==> config.mk <==
export PLATFORM = sky130hd
export DESIGN_NAME = ordered_list_push_front_erase_unit
export DESIGN_NICKNAME = d
export VERILOG_FILES = /design/src/hdl/olpe_pkg.sv /design/src/hdl/olpe_ram.sv /design/src/hdl/olpe_ctrl.sv /design/src/hdl/ordered_list_push_front_erase_unit.sv
export SDC_FILE = /design/constraint.sdc
export NUM_CORES = 1
export LEC_CHECK = 0
export BUFFER_PORTS_ARGS = -buffer_cell sky130_fd_sc_hd__buf_2
export CAP_MARGIN = 20
export CELL_PAD_IN_SITES_DETAIL_PLACEMENT = 0
export CELL_PAD_IN_SITES_GLOBAL_PLACEMENT = 2
export CORE_ASPECT_RATIO = 0.5
export CORE_MARGIN = 2
export CORE_UTILIZATION = 51
export CTS_CLUSTER_SIZE = 30
export DETAILED_ROUTE_END_ITERATION = 12
export GPL_TIMING_DRIVEN = 0
export MAX_ROUTING_LAYER = met4
export PLACE_DENSITY = 0.94
export SLEW_MARGIN = 20
export SYNTH_ARGS = -nofsm -noshare
export SYNTH_HDL_FRONTEND = slang
export SYNTH_SLANG_ARGS = --single-unit
==> constraint.sdc <==
create_clock -name clk -period 11.5 [get_ports clk]
set_input_delay 1.725 -clock clk [delete_from_list [all_inputs] [get_ports clk]]
set_output_delay 1.725 -clock clk [all_outputs]
set_load 0.01 [all_outputs]
==> src/hdl/olpe_pkg.sv <==
`timescale 1ns / 1ps

package olpe_pkg;

    localparam int DATA_W  = 32;
    localparam int TOTAL_W = 9;

    localparam logic [1:0] OP_INSERT = 2'd0;
    localparam logic [1:0] OP_ERASE  = 2'd1;
    localparam logic [1:0] OP_READ   = 2'd2;

    localparam logic [1:0] ST_DONE      = 2'd0;
    localparam logic [1:0] ST_FULL      = 2'd1;
    localparam logic [1:0] ST_NOT_FOUND = 2'd2;
    localparam logic [1:0] ST_RANGE     = 2'd3;

    typedef struct packed {
        logic wr_en;
        logic rd_en;
    } mem_ctl_t;

    typedef struct packed {
        logic [1:0]               status;
        logic signed [DATA_W-1:0] read_value;
        logic [TOTAL_W-1:0]       entry_total;
    } res_t;

endpackage

==> src/hdl/olpe_ram.sv <==
`timescale 1ns / 1ps

module olpe_ram
    import olpe_pkg::*;
#(
    parameter int DEPTH  = 16,
    parameter int ADDR_W = 4
)
(
    input  logic              clk,
    input  mem_ctl_t          mem_ctl,
    input  logic [ADDR_W-1:0] wr_addr,
    input  logic [DATA_W-1:0] wr_data,
    input  logic [ADDR_W-1:0] rd_addr,
    output logic [DATA_W-1:0] rd_data
);

    logic [DATA_W-1:0] mem [DEPTH];

    always_ff @(posedge clk)
    begin
        if (mem_ctl.wr_en)
        begin
            mem[wr_addr] <= wr_data;
        end
    end

    always_ff @(posedge clk)
    begin
        if (mem_ctl.rd_en)
        begin
            rd_data <= mem[rd_addr];
        end
    end

endmodule

==> src/hdl/olpe_ctrl.sv <==
`timescale 1ns / 1ps

module olpe_ctrl
    import olpe_pkg::*;
#(
    parameter int LIST_DEPTH = 16,
    parameter int IDX_W      = 4,
    parameter int CNT_W      = 5
)
(
    input  logic              clk,
    input  logic              rst_n,
    input  logic              in_valid,
    output logic              in_stall,
    input  logic [1:0]        operation,
    input  logic [DATA_W-1:0] value,
    input  logic [7:0]        position,
    output mem_ctl_t          mem_ctl,
    output logic [IDX_W-1:0]  wr_addr,
    output logic [DATA_W-1:0] wr_data,
    output logic [IDX_W-1:0]  rd_addr,
    input  logic [DATA_W-1:0] rd_data,
    output logic              res_valid,
    input  logic              res_take,
    output res_t              res
);

    typedef enum logic [2:0] {
        IDLE,
        SCAN_CMP,
        MOVE_RD,
        MOVE_WR,
        RD_WAIT,
        EMIT
    } state_t;

    localparam logic [IDX_W:0]   DEPTH_S  = (IDX_W+1)'(LIST_DEPTH);
    localparam logic [IDX_W-1:0] LAST_IDX = IDX_W'(LIST_DEPTH - 1);
    localparam logic [CNT_W-1:0] FULL_CNT = CNT_W'(LIST_DEPTH);

    state_t             state_reg,  state_next;
    logic [IDX_W-1:0]   head_reg,   head_next;
    logic [CNT_W-1:0]   count_reg,  count_next;
    logic [IDX_W-1:0]   scan_reg,   scan_next;
    logic [DATA_W-1:0]  value_reg,  value_next;
    logic [1:0]         status_reg, status_next;
    logic [DATA_W-1:0]  rdval_reg,  rdval_next;

    logic [IDX_W-1:0]   head_dec;
    logic               scan_last;
    logic               pos_ok;

    // physical slot of a logical offset from the front (circular buffer)
    function automatic logic [IDX_W-1:0] wrap_add(input logic [IDX_W-1:0] a,
                                                  input logic [IDX_W-1:0] b);
        logic [IDX_W:0] s;
        s = {1'b0, a} + {1'b0, b};
        if (s >= DEPTH_S)
        begin
            s = s - DEPTH_S;
        end
        return s[IDX_W-1:0];
    endfunction

    assign head_dec  = (head_reg == '0) ? LAST_IDX : head_reg - IDX_W'(1);
    assign scan_last = (CNT_W'(scan_reg) + CNT_W'(1)) == count_reg;
    assign pos_ok    = TOTAL_W'(position) < TOTAL_W'(count_reg);

    assign in_stall  = (state_reg != IDLE);
    assign res_valid = (state_reg == EMIT);
    assign res.status      = status_reg;
    assign res.read_value  = rdval_reg;
    assign res.entry_total = TOTAL_W'(count_reg);

    always_comb
    begin
        state_next  = state_reg;
        head_next   = head_reg;
        count_next  = count_reg;
        scan_next   = scan_reg;
        value_next  = value_reg;
        status_next = status_reg;
        rdval_next  = rdval_reg;
        mem_ctl     = '0;
        wr_addr     = head_reg;
        wr_data     = value;
        rd_addr     = head_reg;

        unique case (state_reg)
            IDLE:
            begin
                if (in_valid)
                begin
                    value_next  = value;
                    status_next = ST_DONE;
                    rdval_next  = '0;
                    state_next  = EMIT;
                    unique case (operation)
                        OP_INSERT:
                        begin
                            if (count_reg == FULL_CNT)
                            begin
                                status_next = ST_FULL;
                            end
                            else
                            begin
                                mem_ctl.wr_en = 1'b1;
                                wr_addr       = head_dec;
                                wr_data       = value;
                                head_next     = head_dec;
                                count_next    = count_reg + CNT_W'(1);
                            end
                        end
                        OP_ERASE:
                        begin
                            if (count_reg == '0)
                            begin
                                status_next = ST_NOT_FOUND;
                            end
                            else
                            begin
                                mem_ctl.rd_en = 1'b1;
                                rd_addr       = head_reg;
                                scan_next     = '0;
                                state_next    = SCAN_CMP;
                            end
                        end
                        OP_READ:
                        begin
                            if (pos_ok)
                            begin
                                mem_ctl.rd_en = 1'b1;
                                rd_addr       = wrap_add(head_reg, IDX_W'(position));
                                state_next    = RD_WAIT;
                            end
                            else
                            begin
                                status_next = ST_RANGE;
                            end
                        end
                        default:
                        begin
                            status_next = ST_DONE;
                        end
                    endcase
                end
            end
            SCAN_CMP:
            begin
                // rd_data holds the entry at logical scan_reg
                if (rd_data == value_reg)
                begin
                    if (scan_reg == '0)
                    begin
                        head_next  = wrap_add(head_reg, IDX_W'(1));
                        count_next = count_reg - CNT_W'(1);
                        state_next = EMIT;
                    end
                    else
                    begin
                        scan_next  = scan_reg - IDX_W'(1);
                        state_next = MOVE_RD;
                    end
                end
                else if (scan_last)
                begin
                    status_next = ST_NOT_FOUND;
                    state_next  = EMIT;
                end
                else
                begin
                    mem_ctl.rd_en = 1'b1;
                    rd_addr       = wrap_add(head_reg, scan_reg + IDX_W'(1));
                    scan_next     = scan_reg + IDX_W'(1);
                end
            end
            MOVE_RD:
            begin
                mem_ctl.rd_en = 1'b1;
                rd_addr       = wrap_add(head_reg, scan_reg);
                state_next    = MOVE_WR;
            end
            MOVE_WR:
            begin
                // entries in front of the hit move one place back, then head steps on
                mem_ctl.wr_en = 1'b1;
                wr_addr       = wrap_add(head_reg, scan_reg + IDX_W'(1));
                wr_data       = rd_data;
                if (scan_reg == '0)
                begin
                    head_next  = wrap_add(head_reg, IDX_W'(1));
                    count_next = count_reg - CNT_W'(1);
                    state_next = EMIT;
                end
                else
                begin
                    scan_next  = scan_reg - IDX_W'(1);
                    state_next = MOVE_RD;
                end
            end
            RD_WAIT:
            begin
                rdval_next = rd_data;
                state_next = EMIT;
            end
            EMIT:
            begin
                if (res_take)
                begin
                    state_next = IDLE;
                end
            end
            default:
            begin
                state_next = IDLE;
            end
        endcase
    end

    always_ff @(posedge clk or negedge rst_n)
    begin
        if (!rst_n)
        begin
            state_reg  <= IDLE;
            head_reg   <= '0;
            count_reg  <= '0;
        end
        else
        begin
            state_reg  <= state_next;
            head_reg   <= head_next;
            count_reg  <= count_next;
        end
    end

    always_ff @(posedge clk)
    begin
        scan_reg   <= scan_next;
        value_reg  <= value_next;
        status_reg <= status_next;
        rdval_reg  <= rdval_next;
    end

    a_count_bound: assert property (@(posedge clk) disable iff (!rst_n)
        count_reg <= FULL_CNT)
        else $error("entry count beyond list depth");

    a_full_holds: assert property (@(posedge clk) disable iff (!rst_n)
        (state_reg == IDLE && in_valid && operation == OP_INSERT && count_reg == FULL_CNT)
        |=> $stable(count_reg) && $stable(head_reg) && status_reg == ST_FULL)
        else $error("refused insert changed the list");

    a_scan_nonempty: assert property (@(posedge clk) disable iff (!rst_n)
        (state_reg == SCAN_CMP || state_reg == MOVE_RD || state_reg == MOVE_WR)
        |-> count_reg != '0)
        else $error("erase walk on an empty list");

    a_result_held: assert property (@(posedge clk) disable iff (!rst_n)
        (res_valid && !res_take) |=> res_valid && $stable(res))
        else $error("pending result changed");

endmodule

==> src/hdl/ordered_list_push_front_erase_unit.sv <==
`timescale 1ns / 1ps
// Channel  Handshake            Payload
// -------  -------------------  ----------------------------------------
// in       in_valid / in_stall  operation[1:0], value[31:0], position[7:0]
// out      out_valid/out_stall  status[1:0], read_value[31:0], entry_total[8:0]
//
// One item at a time; entries sit in a circular buffer in one synchronous RAM.
// Insert, refused insert, failed read and unused code go straight to the result;
// a read waits on the RAM first. Erase scans one entry a cycle from the front,
// then one RAM read and one write per entry moved; a miss scans every entry.
// Reset clears state, count, head and out_valid; the RAM keeps its contents.
// A stalled out side holds the result; the next item is then taken but waits
// to emit until the output register frees.

module ordered_list_push_front_erase_unit
    import olpe_pkg::*;
#(
    parameter int LIST_DEPTH = 16
)
(
    input  logic                      clk,
    input  logic                      rst_n,
    input  logic                      in_valid,
    output logic                      in_stall,
    input  logic [1:0]                operation,
    input  logic signed [DATA_W-1:0]  value,
    input  logic [7:0]                position,
    output logic                      out_valid,
    input  logic                      out_stall,
    output logic [1:0]                status,
    output logic signed [DATA_W-1:0]  read_value,
    output logic [TOTAL_W-1:0]        entry_total
);

    localparam int IDX_W = (LIST_DEPTH > 1) ? $clog2(LIST_DEPTH) : 1;
    localparam int CNT_W = $clog2(LIST_DEPTH + 1);

    mem_ctl_t           mem_ctl;
    logic [IDX_W-1:0]   wr_addr;
    logic [IDX_W-1:0]   rd_addr;
    logic [DATA_W-1:0]  wr_data;
    logic [DATA_W-1:0]  rd_data;
    logic               res_valid;
    logic               res_take;
    res_t               res;

    logic               out_valid_reg,  out_valid_next;
    res_t               out_res_reg,    out_res_next;

    olpe_ctrl #(
        .LIST_DEPTH (LIST_DEPTH),
        .IDX_W      (IDX_W),
        .CNT_W      (CNT_W)
    ) u_ctrl (
        .clk       (clk),
        .rst_n     (rst_n),
        .in_valid  (in_valid),
        .in_stall  (in_stall),
        .operation (operation),
        .value     (value),
        .position  (position),
        .mem_ctl   (mem_ctl),
        .wr_addr   (wr_addr),
        .wr_data   (wr_data),
        .rd_addr   (rd_addr),
        .rd_data   (rd_data),
        .res_valid (res_valid),
        .res_take  (res_take),
        .res       (res)
    );

    olpe_ram #(
        .DEPTH  (LIST_DEPTH),
        .ADDR_W (IDX_W)
    ) u_ram (
        .clk     (clk),
        .mem_ctl (mem_ctl),
        .wr_addr (wr_addr),
        .wr_data (wr_data),
        .rd_addr (rd_addr),
        .rd_data (rd_data)
    );

    assign res_take = !out_valid_reg || !out_stall;

    always_comb
    begin
        out_valid_next = out_valid_reg;
        out_res_next   = out_res_reg;
        if (res_valid && res_take)
        begin
            out_valid_next = 1'b1;
            out_res_next   = res;
        end
        else if (!out_stall)
        begin
            out_valid_next = 1'b0;
        end
    end

    always_ff @(posedge clk or negedge rst_n)
    begin
        if (!rst_n)
        begin
            out_valid_reg <= 1'b0;
        end
        else
        begin
            out_valid_reg <= out_valid_next;
        end
    end

    always_ff @(posedge clk)
    begin
        out_res_reg <= out_res_next;
    end

    assign out_valid   = out_valid_reg;
    assign status      = out_res_reg.status;
    assign read_value  = out_res_reg.read_value;
    assign entry_total = out_res_reg.entry_total;

    a_no_overwrite: assert property (@(posedge clk) disable iff (!rst_n)
        (out_valid_reg && out_stall) |-> !(res_valid && res_take))
        else $error("pending output item overwritten");

    a_read_zero: assert property (@(posedge clk) disable iff (!rst_n)
        (out_valid_reg && status != ST_DONE) |-> read_value == '0)
        else $error("failed operation returned data");

    a_total_bound: assert property (@(posedge clk) disable iff (!rst_n)
        out_valid_reg |-> entry_total <= TOTAL_W'(LIST_DEPTH))
        else $error("entry total beyond list depth");

endmodule

==> impl_metrics.csv <==
group,metric,value,unit
synth,ys_ff_latch,666,
worst_setup_path,path_max_fanout,10,
synth,synthCells,1595,
route,wl,69000,um
timing,tightest_slew,1100,ps
timing,finalCriticalPeriod,5260,ps
floorplanning,fp-row-count,59,
timing,fmaxAchievable,190,MHz
floorplanning,fp.dieW,329,um
timing,worst_slew_margin_rel,26.5,%
cells_and_area,drive_above_1_share,21.1,%
timing,fin_worst_skew,33.7,ps
clock_tree,cts_tree,"done",
synth,synth.area.top_cells,"edfxtp_1 (73%), mux4_2 (7.0%), nand2_1 (2.6%)",
clock_tree,cts-root-buf,"clkbuf_16",
cells_and_area,fin_nets,1852,
timing,final_max_slew_viol_count,0,
synth,yosysWarningCount,0,
route,dr.pass1.iters,5,
min_path,worstHoldPathType,"flip-flop to flip-flop",
route,ant_nets,0,
grt,antenna_found_initial,0,
clock_tree,cts.sinks,666,
worst_setup_path,crit_type,"flip-flop to flip-flop",
worst_setup_path,cp.arrival,5720,ps
clock_tree,hold_buffers,0,
synth,yosysTopAreaCell,"edfxtp_1",
worst_setup_path,endpoint_kind,"flip-flop",
place,dp_hpwl,45900,um
clock_tree,numCtsBuffers,56,
worst_setup_path,cp.required,11960,ps
worst_setup_path,slowest_delay,810,ps
synth,avgSynthCellArea,16.9,um2
timing,fin_crit_sh,45.7,%
route,drt-wirelength-per-cell,27.4,um
clock_tree,clk_latency,630,ps
grt,grt_max_degree,22,
timing,rsz0062_at_grt,"false",
outcome,status,"finished, final reports clean",
place,io_buffers,86,
clock_tree,clk_pin_slew_worst_paths,70,ps
route,vias,15500,
timing,setup_tns,0,ps
grt,grt_pass1_wl,100000,um
synth,netlist.area_leader.share,72.7,%
synth,async_flop_share,1.95,%
cells_and_area,layout.cells.non_filler,2520,
cells_and_area,n_fill_cell,3760,
timing,finalSetupViolations,0,
place,dp_cells,2420,
synth,synth_cell_types,61,
cells_and_area,areaGrowthSynthToFinish,15.2,%
floorplanning,core_area,52100,um2
clock_tree,cts_resized,0,
floorplanning,start_util,51.8,%
grt,overflow,0,
floorplanning,die-area,54900,um2
synth,synthMostInstantiatedCell,"edfxtp_1",
timing,hold_viol,0,
floorplanning,die_h,167,um
synth,synth_ff_type,"edfxtp_1",
clock_tree,clk_path_buf_depth,3,
worst_setup_path,worstPathCellList,"xnor2_1 > nand4_1 > nor4_1 > a21oi_4 > mux2i_1 > a21oi_1 > nor2b_1 > a221oi_2 > clkbuf_1 > o2111ai_1 > nand2_1",
place,place.gp.congestion,0.841,
clock_tree,post_cts_buffers,0,
cells_and_area,largest_register_ffs,512,
route,drt-initial-drc-count,2272,
route,drc,0,
grt,grt_usage,26.1,%
synth,seq_area_frac_synth,73.9,%
grt,grt_pass1_vias,15100,
synth,synth-edff-count,653,
floorplanning,ioPinCount,91,
route,vias_per_cell,6.16,
cells_and_area,top_register,"u_ram.mem",
worst_setup_path,start_kind,"flip-flop",
flow_run,drv_cap,0,
clock_tree,cts_max_level,2,
worst_setup_path,cp_slowest_cell,"a221oi_2",
synth,synth.cell_area,27000,um2
synth,ys_top_cells_by_count,"edfxtp_1 (653), nand2_1 (188), nand3_1 (110)",
==> critical path: cells and delay by family (launching register included) <==
family / cells / cell delay (ps)
compound gates: 4 / 1570
xor+xnor: 1 / 610
flops: 1 / 450
mux: 1 / 200
simple gates: 4 / 1620
buf+inv: 1 / 610
==> layout make-up <==
cell class	instances	area (um2)	share of cell area, %
Antenna cell	1	2.50	0.00805
Buffer	89	455	1.46
Clock buffer	70	1470	4.74
Clock inverter	29	313	1.01
Inverter	23	86.3	0.278
Multi-Input combinational cell	820	6680	21.5
Sequential cell	666	19900	64.1
Tap cell	701	877	2.82
Timing Repair Buffer	121	1280	4.10
==> through the flow <==
stage	instance area, um2	hold WS (ps)	worst slack (ps)	utilization [%]
after floorplan	27000	400	6620	-
after global placement	28300	402	3630	54.3
after detailed placement	29300	405	5840	56.2
after CTS	31100	414	6320	59.7
after global routing	31100	418	6190	59.7
final	31100	413	6240	59.7
==> final timing paths <==
| check | startpoint | endpoint | slack (ps) | cells past startpoint |
|---|---|---|---|---|
| setup / recovery | u_ram.rd_data[8] | u_ram.rd_data[10] | 6240 | 11 |
| hold / removal | u_ctrl.rdval_reg[15] | read_value[15] | 410 | 0 |
| setup reg to reg | u_ram.rd_data[8] | u_ram.rd_data[10] | 6240 | 11 |
| hold reg to reg | u_ctrl.rdval_reg[15] | read_value[15] | 410 | 0 |
| max in group asynchronous | rst_n | u_ctrl.count_reg[1] | 10180 | 1 |
| min in group asynchronous | rst_n | out_valid | 1030 | 1 |
==> placed cells by master (no fill, tap or decap), drive strengths merged, types with 7 or more instances in the layout <==
cell       n
a21oi     26
a32oi     20
and3      35
buf      160
clkbuf   120
clkinv    20
dfrtp     13
edfxtp   653
ha        25
inv       26
mux2      33
mux2i     28
mux4      84
nand2    188
nand3    110
nand4     30
nor2      56
nor3       7
nor4       7
o2111ai   21
o21ai     18
xnor2     43
xor2       7
==> layer usage <==
metal  track usage, %  part of all wire, %  up-vias
met3             4.19                  9.2      148
li1                 -                    -     6613
met1             35.8                   40     7881
met5                -                    0        -
met4             7.55                  3.1        0
met2             40.7                   47      872
==> kinds of logic (layout without fill, tap and decap cells) <==
group / count (synthesis) / after routing / synth area share [%]
and+or+nand+nor: 460 / 460 / 7.89
DFF: 666 / 666 / 73.9
adders and majority gates: 29 / 29 / 1.46
xor gates and xnor gates: 51 / 51 / 1.71
other: 1 / 5 / 0.0139
buffers and inverters: 112 / 332 / 2.01
AOI/OAI and AO/OA: 131 / 131 / 3.63
muxes: 145 / 145 / 9.43
Power is not shown: default switching activity piles up to over one toggle a cycle in this logic, so the estimate is an artifact.
